--- config.mk ---
export PLATFORM = sky130hd
export DESIGN_NAME = keyed_list_table_flat
export DESIGN_NICKNAME = d
export VERILOG_FILES = /design/src/rtl/klt_pkg.sv /design/src/rtl/klt_in_if.sv /design/src/rtl/klt_out_if.sv /design/src/rtl/klt_cell.sv /design/src/rtl/keyed_list_table.sv /design/src/flat_wrapper.sv
export VERILOG_INCLUDE_DIRS = /design/src /design/src/rtl
export SDC_FILE = /design/constraint.sdc
export NUM_CORES = 2
export LEC_CHECK = 0
export BUFFER_PORTS_ARGS = -buffer_cell sky130_fd_sc_hd__buf_2
export CAP_MARGIN = 5
export CORE_MARGIN = 2
export CORE_UTILIZATION = 40
export CTS_CLUSTER_DIAMETER = 40
export DETAILED_ROUTE_END_ITERATION = 10
export GPL_TIMING_DRIVEN = 0
export SYNTH_ARGS = -nofsm -noshare
export SYNTH_HDL_FRONTEND = slang
export SYNTH_SLANG_ARGS = --single-unit
--- constraint.sdc ---
create_clock -name clk -period 13.3 [get_ports clk]
set_input_delay 2.66 -clock clk [delete_from_list [all_inputs] [get_ports clk]]
set_output_delay 2.66 -clock clk [all_outputs]
set_load 0.01 [all_outputs]
--- src/rtl/assert_macros.svh ---
// Assertion helpers for the keyed list table.
`ifndef ASSERT_MACROS_SVH
`define ASSERT_MACROS_SVH

// same-cycle implication
`define KLT_ASSERT_NOW(label, ante, cons) \
  label: assert property (@(posedge clk) disable iff (rst) (ante) |-> (cons)) \
    else $error("keyed_list_table: check failed");

// next-cycle implication
`define KLT_ASSERT_NEXT(label, ante, cons) \
  label: assert property (@(posedge clk) disable iff (rst) (ante) |=> (cons)) \
    else $error("keyed_list_table: check failed");

`endif

--- src/rtl/klt_pkg.sv ---
`timescale 1ns / 1ps
package klt_pkg;

  localparam int DEPTH       = 16;
  localparam int KEY_WIDTH   = 32;
  localparam int VALUE_WIDTH = 32;
  localparam int FIELD_W     = 32;
  localparam int FUNC_W      = 2;
  localparam int STAT_W      = 2;
  localparam int ENTRY_W     = 5;
  localparam int CNT_W       = $clog2(DEPTH + 1);

  localparam logic [CNT_W-1:0] FULL_COUNT = CNT_W'(DEPTH);

  localparam logic [FUNC_W-1:0] FN_INSERT = 2'd0;
  localparam logic [FUNC_W-1:0] FN_LOOKUP = 2'd1;
  localparam logic [FUNC_W-1:0] FN_REMOVE = 2'd2;

  localparam logic [STAT_W-1:0] STAT_OK   = 2'd0;
  localparam logic [STAT_W-1:0] STAT_FULL = 2'd1;
  localparam logic [STAT_W-1:0] STAT_MISS = 2'd2;

  // contents one cell hands to a neighbor
  typedef struct packed {
    logic                   valid;
    logic [KEY_WIDTH-1:0]   key;
    logic [VALUE_WIDTH-1:0] value;
  } klt_link_t;

  // broadcast to every cell
  typedef struct packed {
    logic                 ins;
    logic                 rem;
    logic [KEY_WIDTH-1:0] key;
  } klt_bcast_t;

endpackage

--- src/rtl/klt_in_if.sv ---
`timescale 1ns / 1ps
interface klt_in_if;
  import klt_pkg::*;

  logic                      valid;
  logic                      ready;
  logic        [FUNC_W-1:0]  func;
  logic signed [FIELD_W-1:0] key;
  logic signed [FIELD_W-1:0] value_in;

  modport source (output valid, output func, output key, output value_in, input ready);
  modport sink (input valid, input func, input key, input value_in, output ready);
endinterface

--- src/rtl/klt_out_if.sv ---
`timescale 1ns / 1ps
interface klt_out_if;
  import klt_pkg::*;

  logic                      valid;
  logic                      ready;
  logic        [STAT_W-1:0]  status;
  logic signed [FIELD_W-1:0] value_out;
  logic        [ENTRY_W-1:0] entry_count;

  modport source (output valid, output status, output value_out, output entry_count,
                  input ready);
  modport sink (input valid, input status, input value_out, input entry_count,
                output ready);
endinterface

--- src/rtl/klt_cell.sv ---
`timescale 1ns / 1ps
module klt_cell
  import klt_pkg::*;
(
  input  logic                   clk,
  input  logic                   rst,
  input  klt_bcast_t             bc,
  input  klt_link_t              left_in,
  input  klt_link_t              right_in,
  input  logic                   found_in,
  input  logic [VALUE_WIDTH-1:0] sel_in,
  output klt_link_t              cur,
  output logic                   found_out,
  output logic [VALUE_WIDTH-1:0] sel_out
);

  logic valid;
  logic [KEY_WIDTH-1:0] key;
  logic [VALUE_WIDTH-1:0] value;
  logic match;
  logic pull_right;

  assign match      = valid && (key == bc.key);
  assign found_out  = found_in || match;
  assign sel_out    = (match && !found_in) ? value : sel_in;
  assign pull_right = bc.rem && found_out;
  assign cur        = '{valid: valid, key: key, value: value};

  always_ff @(posedge clk) begin
    if (rst) begin
      valid <= 1'b0;
    end else if (bc.ins) begin
      valid <= left_in.valid;
    end else if (pull_right) begin
      valid <= right_in.valid;
    end
  end

  always_ff @(posedge clk) begin
    if (bc.ins) begin
      key   <= left_in.key;
      value <= left_in.value;
    end else if (pull_right) begin
      key   <= right_in.key;
      value <= right_in.value;
    end
  end

endmodule

--- src/rtl/keyed_list_table.sv ---
`timescale 1ns / 1ps
// Keyed list table: up to DEPTH key/data entries kept newest first in a row of cells.
// Insert pushes a word in at the front (status full when all cells are used, duplicates
// allowed), lookup returns the data of the newest matching key, remove drops the newest
// match and the older entries slide up one cell. A word is captured, then the key
// compare and match ripple through the cells and the update happen at commit.
// A new word is taken once the previous one has committed; commit waits while the
// result register still holds an unread word.
module keyed_list_table
  import klt_pkg::*;
(
  input  logic clk,
  input  logic rst,
  klt_in_if.sink    req,
  klt_out_if.source rsp
);
  `include "assert_macros.svh"

  localparam logic S_IDLE = 1'b0;
  localparam logic S_EXEC = 1'b1;

  logic                   state;
  logic [FUNC_W-1:0]      op;
  logic [KEY_WIDTH-1:0]   key_r;
  logic [VALUE_WIDTH-1:0] value_r;
  logic [CNT_W-1:0]       count;
  logic [CNT_W-1:0]       count_next;
  logic [STAT_W-1:0]      status_next;
  logic                   rsp_valid;
  logic [STAT_W-1:0]      rsp_status;
  logic [FIELD_W-1:0]     rsp_value;
  logic [ENTRY_W-1:0]     rsp_count;

  logic       commit;
  logic       hit;
  klt_bcast_t bc;

  klt_link_t              cur      [DEPTH];
  klt_link_t              link_l   [DEPTH];
  klt_link_t              link_r   [DEPTH];
  logic                   found    [DEPTH+1];
  logic [VALUE_WIDTH-1:0] sel      [DEPTH+1];
  logic [DEPTH-1:0]       valid_vec;

  assign req.ready = (state == S_IDLE);
  assign commit    = (state == S_EXEC) && (!rsp_valid || rsp.ready);
  assign hit       = found[DEPTH];

  assign bc.key = key_r;
  assign bc.ins = commit && (op == FN_INSERT) && (count != FULL_COUNT);
  assign bc.rem = commit && (op == FN_REMOVE) && hit;

  assign found[0] = 1'b0;
  assign sel[0]   = '0;

  for (genvar i = 0; i < DEPTH; i++) begin : g_cell
    if (i == 0) begin : g_head
      assign link_l[i] = '{valid: 1'b1, key: key_r, value: value_r};
    end else begin : g_mid
      assign link_l[i] = cur[i-1];
    end
    if (i == DEPTH - 1) begin : g_tail
      assign link_r[i] = '{valid: 1'b0, key: '0, value: '0};
    end else begin : g_body
      assign link_r[i] = cur[i+1];
    end
    assign valid_vec[i] = cur[i].valid;

    klt_cell u_cell (
      .clk       (clk),
      .rst       (rst),
      .bc        (bc),
      .left_in   (link_l[i]),
      .right_in  (link_r[i]),
      .found_in  (found[i]),
      .sel_in    (sel[i]),
      .cur       (cur[i]),
      .found_out (found[i+1]),
      .sel_out   (sel[i+1])
    );
  end

  always_comb begin
    count_next  = count;
    status_next = STAT_OK;
    case (op)
      FN_INSERT: begin
        if (count == FULL_COUNT) begin
          status_next = STAT_FULL;
        end else begin
          count_next = count + CNT_W'(1);
        end
      end
      FN_LOOKUP: begin
        if (!hit) begin
          status_next = STAT_MISS;
        end
      end
      FN_REMOVE: begin
        if (!hit) begin
          status_next = STAT_MISS;
        end else begin
          count_next = count - CNT_W'(1);
        end
      end
      default: begin
        count_next = count;
      end
    endcase
  end

  always_ff @(posedge clk) begin
    if (rst) begin
      state     <= S_IDLE;
      count     <= '0;
      rsp_valid <= 1'b0;
    end else begin
      case (state)
        S_IDLE: begin
          if (req.valid) begin
            state <= S_EXEC;
          end
        end
        S_EXEC: begin
          if (commit) begin
            state <= S_IDLE;
          end
        end
        default: begin
          state <= S_IDLE;
        end
      endcase
      if (commit) begin
        count     <= count_next;
        rsp_valid <= 1'b1;
      end else if (rsp.ready) begin
        rsp_valid <= 1'b0;
      end
    end
  end

  always_ff @(posedge clk) begin
    if (req.valid && req.ready) begin
      op      <= req.func;
      key_r   <= req.key[KEY_WIDTH-1:0];
      value_r <= req.value_in[VALUE_WIDTH-1:0];
    end
    if (commit) begin
      rsp_status <= status_next;
      rsp_value  <= ((op == FN_LOOKUP) && hit) ? FIELD_W'(sel[DEPTH]) : '0;
      rsp_count  <= ENTRY_W'(count_next);
    end
  end

  assign rsp.valid       = rsp_valid;
  assign rsp.status      = rsp_status;
  assign rsp.value_out   = rsp_value;
  assign rsp.entry_count = rsp_count;

  `KLT_ASSERT_NOW(a_count_bound, 1'b1, count <= FULL_COUNT)
  `KLT_ASSERT_NOW(a_valid_packed, 1'b1, $countones(valid_vec) == count)
  `KLT_ASSERT_NEXT(a_full_reject, commit && (op == FN_INSERT) && (count == FULL_COUNT),
                   (rsp.status == STAT_FULL) && (count == FULL_COUNT))
  `KLT_ASSERT_NEXT(a_remove_shrinks, bc.rem, count == $past(count) - CNT_W'(1))

endmodule
--- src/flat_wrapper.sv ---
// flat-port wrapper written by rule: the top's interface ports become plain ports
module keyed_list_table_flat import klt_pkg::*;
  (clk, rst, req_valid, req_func, req_key, req_value_in, req_ready, rsp_valid, rsp_status, rsp_value_out, rsp_entry_count, rsp_ready);
  klt_in_if req_i ();
  klt_out_if rsp_i ();
  input  logic clk;
  input  logic rst;
  input wire logic [$bits(req_i.valid)-1:0] req_valid;
  input wire logic [$bits(req_i.func)-1:0] req_func;
  input wire logic [$bits(req_i.key)-1:0] req_key;
  input wire logic [$bits(req_i.value_in)-1:0] req_value_in;
  output wire logic [$bits(req_i.ready)-1:0] req_ready;
  output wire logic [$bits(rsp_i.valid)-1:0] rsp_valid;
  output wire logic [$bits(rsp_i.status)-1:0] rsp_status;
  output wire logic [$bits(rsp_i.value_out)-1:0] rsp_value_out;
  output wire logic [$bits(rsp_i.entry_count)-1:0] rsp_entry_count;
  input wire logic [$bits(rsp_i.ready)-1:0] rsp_ready;
  assign req_i.valid = req_valid;
  assign req_i.func = req_func;
  assign req_i.key = req_key;
  assign req_i.value_in = req_value_in;
  assign req_ready = req_i.ready;
  assign rsp_valid = rsp_i.valid;
  assign rsp_status = rsp_i.status;
  assign rsp_value_out = rsp_i.value_out;
  assign rsp_entry_count = rsp_i.entry_count;
  assign rsp_i.ready = rsp_ready;
  keyed_list_table u_core (.clk(clk), .rst(rst), .req(req_i), .rsp(rsp_i));
endmodule
Word-level counts from Yosys, hierarchy flattened --
Cells that the tools add are included. Widths: inputs -> output; s select.
Operators by class: $add $sub $neg 2, eq/ne operators 20, multiplexer cells 122, bitwise logic cells 1, reduce and logical (&&, ||, !) cells 105
Operators by type and width (number):
- $mux 32 | 79
- $eq 32x32->1 | 16
- $logic_and 1x1->1 | 54
- $mux 1 | 37
- $reduce_bool 2->1 | 17
- $logic_not 1->1 | 16
- $logic_or 1x1->1 | 16
- $mux 5 | 2
- $pmux 5 s2 | 1
- $add 5x1->5 const B | 1
- $eq 5x5->1 const B | 1
- $ne 5x5->1 const B | 1
- $sub 5x1->5 const B | 1
- $pmux 2 s2 | 1
- $eq 2x1->1 const B | 1
- $eq 2x2->1 const B | 1
- $logic_not 2->1 | 1
- $mux 2 | 1
- $pmux 1 s2 | 1
- $reduce_or 2->1 | 1
- $not 1->1 | 1
Word-level totals: register bits after elaboration 1152, input port bits 70, output and inout port bits 41, word-level logic and storage cells 307

Longest topological paths before layout --
depth after elaboration 21, mapped depth 16, depth with buffers taken out 10

By module --
A second synthesis with hierarchy kept.
Unflattened totals: cells, all modules 4038, area total of the unflattened synthesis 61046.0 um^2
Modules (own cells, without submodules):
- klt_cell | instances 16, cells an instance 238, area an instance 3563.4 um^2, sequential area each 1941.9 um^2
- keyed_list_table | instances 1, cells an instance 230, area an instance 4031.4 um^2, sequential area each 3293.2 um^2

Least setup slack after synthesis --
OpenSTA, ideal clock, no wires.
kind input port to flip-flop, start point input port rsp_ready, end point register u_core.g_cell[6].u_cell.key[0], enable pin, library setup time 0.574 ns, arrival time 8.216 ns, data required time 12.726 ns, path slack 4.510 ns, cell stages on the path 7, buffers on the path 2, cells stage by stage nand2b_1 -> nand2_1 -> nor2_1 -> o21ai_1 -> buf_2 -> buf_2 -> o21ai_0
Between the ends: word-level cells in the longest chain between the ends 6, elaborated cells between the ends (all ways) 8, classes of those cells 8 x reduce/logical
RTL lines:
- start, declared | line flat_wrapper.sv:17 | input wire logic [$bits(rsp_i.ready)-1:0] rsp_ready;
- $logic_or 1x1->1 * | line keyed_list_table.sv:46 | assign commit = (state == S_EXEC) && (!rsp_valid || rsp.ready);
- $logic_and 1x1->1 * | line keyed_list_table.sv:46
- $logic_and 1x1->1 (2 in a row) | line keyed_list_table.sv:51 | assign bc.rem = commit && (op == FN_REMOVE) && hit;
- $logic_and 1x1->1 | line klt_cell.sv:26 | assign pull_right = bc.rem && found_out;
- $reduce_bool 2->1 (no source line) *
- end signal, assigned | line klt_cell.sv:41 | key <= left_in.key;
- end signal, assigned | line klt_cell.sv:44 | key <= right_in.key;
- end, declared | line klt_cell.sv:18 | logic [KEY_WIDTH-1:0] key;
Mark *: on every way between the ends. The rest lies on a longest branch, timed or not. A chain may end at the register's enable or synchronous reset.

Final worst setup path --
start point input port rsp_ready, end point register u_core.g_cell[5].u_cell.value[9], enable pin
Between the ends: word-level cells in the longest chain between the ends 6, elaborated cells between the ends (all ways) 8, classes of those cells 8 x reduce/logical
RTL lines:
- $logic_or 1x1->1 * | line keyed_list_table.sv:46
- $logic_and 1x1->1 * | line keyed_list_table.sv:46
- $logic_and 1x1->1 (2 in a row) | line keyed_list_table.sv:51
- $logic_and 1x1->1 | line klt_cell.sv:26
- $reduce_bool 2->1 (no source line) *
- end signal, assigned | line klt_cell.sv:42 | value <= left_in.value;
- end signal, assigned | line klt_cell.sv:45 | value <= right_in.value;
- end, declared | line klt_cell.sv:19 | logic [VALUE_WIDTH-1:0] value;
Marks and branches as above.

==> impl_metrics.ini <==
[outcome]
run_status = completed

[synth]
synthesis.area_um2 = 58340
yosys_top_cell_area_share_pct = 58.12
postSynthAreaPerCell_um2 = 9.762
synth_async_sr_flop_share_pct = 0
synthTopCellsByArea = sky130_fd_sc_hd__edfxtp_1 58%, sky130_fd_sc_hd__nand2_1 17%, sky130_fd_sc_hd__xnor2_1 4.3%
number_of_enable_flip_flop_cells_after_synthesis = 1129
seq_area_frac_synth_pct = 58.91
synth_largest_area_cell = sky130_fd_sc_hd__edfxtp_1
most_frequently_used_flop_master_after_synthesis = sky130_fd_sc_hd__edfxtp_1
synth_cell_types = 71
postSynthRegisterBits = 1152
syn_nets = 6052
yosys_warnings = 0
post_synth_inst_count = 5976

[routing]
dr_total_vias = 44472
drt-vias-per-instance = 5.324
drt-pass1-iter-count = 8
detailedRoute.firstIterationViolations = 5969
drtAntennaViolNets = 0
remaining_drc_errors = 0
wl_per_cell_um = 23.67
postRouteWirelength_um = 197700

[timing]
grt_setup_unrepaired = no
fin_skew_ns = 0.02618
hold_viol_final = 0
achievable-frequency_mhz = 158.7
post-route-period-util_pct = 47.39
max_slew_headroom_pct = 10.17
finalSetupViolCount = 0
final.min_clock_period_ns = 6.302
finalSetupTns_ns = 0
tightestPinTransition_ns = 1.347
final_critical_path_setup_slack_ns = 6.998
finalMaxSlewViolations = 0

[critical_path]
critPathMaxFanout = 64
r2r-end = u_core.g_cell[13].u_cell.value[6]
worst-r2r-cell-count = 14
worst_setup_path_end_kind = register
cp.arrival_ns = 6.61
cp-start-kind = input port
critical_path_data_required_time_ns = 13.61
timing_worst_setup_path_type = input port to register
startpoint_of_the_lowest_slack_register_to_register_path = u_core.key_r[10]
worstSetupStartpoint = rsp_ready
ff2ff_setup_slack_ns = 7.26
setup.worst_path.end = u_core.g_cell[5].u_cell.value[9]

[placed_design]
routabilityCongestion = 1.033
hpwl_um = 156400
place_ws_ns = 6.364
buffer_ports.inserted = 110

[floorplanning]
placementRows = 140
fp.coreArea_um2 = 145200
total_die_area_um2 = 148900
die_height_um = 385.9
boundaryPins = 111
initial_core_util_pct = 40.17
horizontal_die_dimension_um = 385.9

[global_route]
grtUsageTotal_pct = 26.25
number_of_global_route_vias_before_repair = 42414
grt_pass1_wl_um = 284400
grt_antenna_before_repair = 0
pin_count_of_the_biggest_net_entering_global_routing = 67
globalRoute.totalOverflow = 0

[clock_network]
clk_root_buffer_cell = sky130_fd_sc_hd__clkbuf_16
clock_tree_from_tritoncts = yes
postCtsSetupBuffers = 0
clkSlewWorstSetupHoldPaths_ns = 0.05
insertion_delay_of_the_later_clocked_pin_in_the_worst_skew_pair_ns = 0.81
htreeDepth = 4
clock_sink_count = 1152
tritoncts.num_buffers = 171
cts_repair_resize_count = 0
total_of_hold_buffers_inserted_after_clock_tree_synthesis = 0
worst_case_clock_buffer_depth = 3

[power_and_ir_drop]
power.share.switching_pct = 24.33
power_density_nw_per_um2 = 137.4
sequentialPowerShare_pct = 44.4
power_frac_comb_pct = 6.1
leakagePower_nw = 26.85
power.clock.fraction_pct = 49.5
power.net_switching_mw = 2.271
intPower_mw = 7.062
peak_supply_drop_v = 0.0001380

[final_layout]
drive_above_1_share_pct = 9.806
nNetsFinal = 6368
filler_cell_count = 13828
layout-area-overhead-vs-synth_pct = 16.44
final_cell_mix = 2671 x sky130_fd_sc_hd__nand2_1, 1129 x sky130_fd_sc_hd__edfxtp_1, 309 x sky130_fd_sc_hd__o21ai_0, 295 x sky130_fd_sc_hd__clkbuf_1, 287 x sky130_fd_sc_hd__xnor2_1
mostFrequentLayoutCell = sky130_fd_sc_hd__nand2_1

[min_path]
min_path_type = register to register

[flow_run]
drv.max_cap_violation_count = 0
[critical path, stage by stage]
cell	delay (ns)
sky130_fd_sc_hd__buf_2	0.09
sky130_fd_sc_hd__nand2b_1	0.14
sky130_fd_sc_hd__nand2_1	0.25
sky130_fd_sc_hd__clkinv_1	0.41
sky130_fd_sc_hd__nand2_1	0.43
sky130_fd_sc_hd__clkbuf_1	0.70
sky130_fd_sc_hd__clkbuf_1	1.05
sky130_fd_sc_hd__nand2_4	0.82
[area by class of cell]
class | instances | area [µm²] | share of cell area [%]
Antenna cell | 1 | 2.502 | 0.003684
Buffer | 388 | 1919 | 2.826
Clock buffer | 189 | 4473 | 6.585
Clock inverter | 127 | 1370 | 2.017
Inverter | 116 | 435.4 | 0.6410
Multi-Input combinational cell | 4320 | 21780 | 32.06
Sequential cell | 1152 | 34360 | 50.59
Tap cell | 1917 | 2399 | 3.531
Timing Repair Buffer | 143 | 1186 | 1.746
[cell families after synthesis]
| kind of cell | synth area share [%] |
|---|---|
| multiplexers | 0.2338 |
| flip-flops | 58.91 |
| XOR/XNOR | 7.657 |
| AND/OR/NAND/NOR | 22.04 |
| AO/OA/AOI/OAI | 7.003 |
| buffers and inverters | 4.034 |
| adder cells (fa/ha/maj) | 0.1287 |
[metrics by stage]
stage                     cells  hold slack [ns]  area (µm²)  util [%]  total power, mW
final                      8353           0.5101       67930     46.78            9.332
after global routing       8352           0.5420       67930     46.78            9.570
after CTS                  8352           0.5170       67930     46.78            9.368
after detailed placement   8036           0.5011       62080     42.75            4.776
after global placement     8003           0.4903       61290     42.20            4.773
after floorplan            5976           0.4532       58340         -            4.539
[routing by layer]
metal  track usage [%]  wire, µm  vias up  share of wire [%]
met5                 0         0        -                  0
met4             9.872      7200        0                3.6
met3             4.303     17010      306                8.6
met2             40.11     87170     2081                 44
met1             37.42     86320    21088                 44
li1                  -         -    20997                  -
[sequential cells by signal, indices dropped and copies added, names as in the netlist]
| register | count |
|---|---|
| u_core.state | 1 |
| u_core.value_r | 32 |
| u_core.key_r | 32 |
| u_core.count | 5 |
| u_core.rsp.value_out | 32 |
| u_core.rsp.entry_count | 5 |
| u_core.g_cell.u_cell.valid | 16 |
| u_core.rsp.valid | 1 |
| u_core.g_cell.u_cell.value | 512 |
| u_core.g_cell.u_cell.key | 512 |
| u_core.op | 2 |
| u_core.rsp.status | 2 |
[worst min-delay path by stage]
stage,from,to,slack (ns),cells after the start
2_1_floorplan,u_core.g_cell[14].u_cell.valid,u_core.g_cell[15].u_cell.valid,0.45,2
3_3_place_gp,u_core.count[4],u_core.count[4],0.49,1
3_5_place_dp,u_core.rsp.valid,u_core.rsp.valid,0.50,2
4_1_cts,u_core.rsp.valid,u_core.rsp.valid,0.52,2
5_1_grt,u_core.rsp.valid,u_core.rsp.valid,0.54,2
6_report,u_core.rsp.valid,u_core.rsp.valid,0.51,2
[power groups by stage]
stage	registers (mW)	logic (mW)	clock network, mW
finish	4.14	0.571	4.62
global route	4.14	0.613	4.81
CTS	4.14	0.569	4.66
detailed placement	4.21	0.567	0
global placement	4.23	0.542	0
floorplan	4.20	0.338	0
[Yosys cell counts (23+ instances only)]
cell and instances:
sky130_fd_sc_hd__a21o_1 27, sky130_fd_sc_hd__a21oi_1 52, sky130_fd_sc_hd__a222oi_1 30, sky130_fd_sc_hd__a22o_1 26, sky130_fd_sc_hd__a22oi_1 34, sky130_fd_sc_hd__a31o_2 26
sky130_fd_sc_hd__and3_1 75, sky130_fd_sc_hd__buf_2 26, sky130_fd_sc_hd__buf_4 38, sky130_fd_sc_hd__buf_6 38, sky130_fd_sc_hd__clkbuf_1 285, sky130_fd_sc_hd__dfxtp_1 23
sky130_fd_sc_hd__edfxtp_1 1129, sky130_fd_sc_hd__inv_1 113, sky130_fd_sc_hd__nand2_1 2674, sky130_fd_sc_hd__nand3_1 62, sky130_fd_sc_hd__nand4_1 108, sky130_fd_sc_hd__nor2_1 96
sky130_fd_sc_hd__nor3_1 31, sky130_fd_sc_hd__nor4_1 65, sky130_fd_sc_hd__o21a_1 30, sky130_fd_sc_hd__o21ai_0 319, sky130_fd_sc_hd__xnor2_1 287, sky130_fd_sc_hd__xor2_1 223
Power figures use the tool's default switching activity.
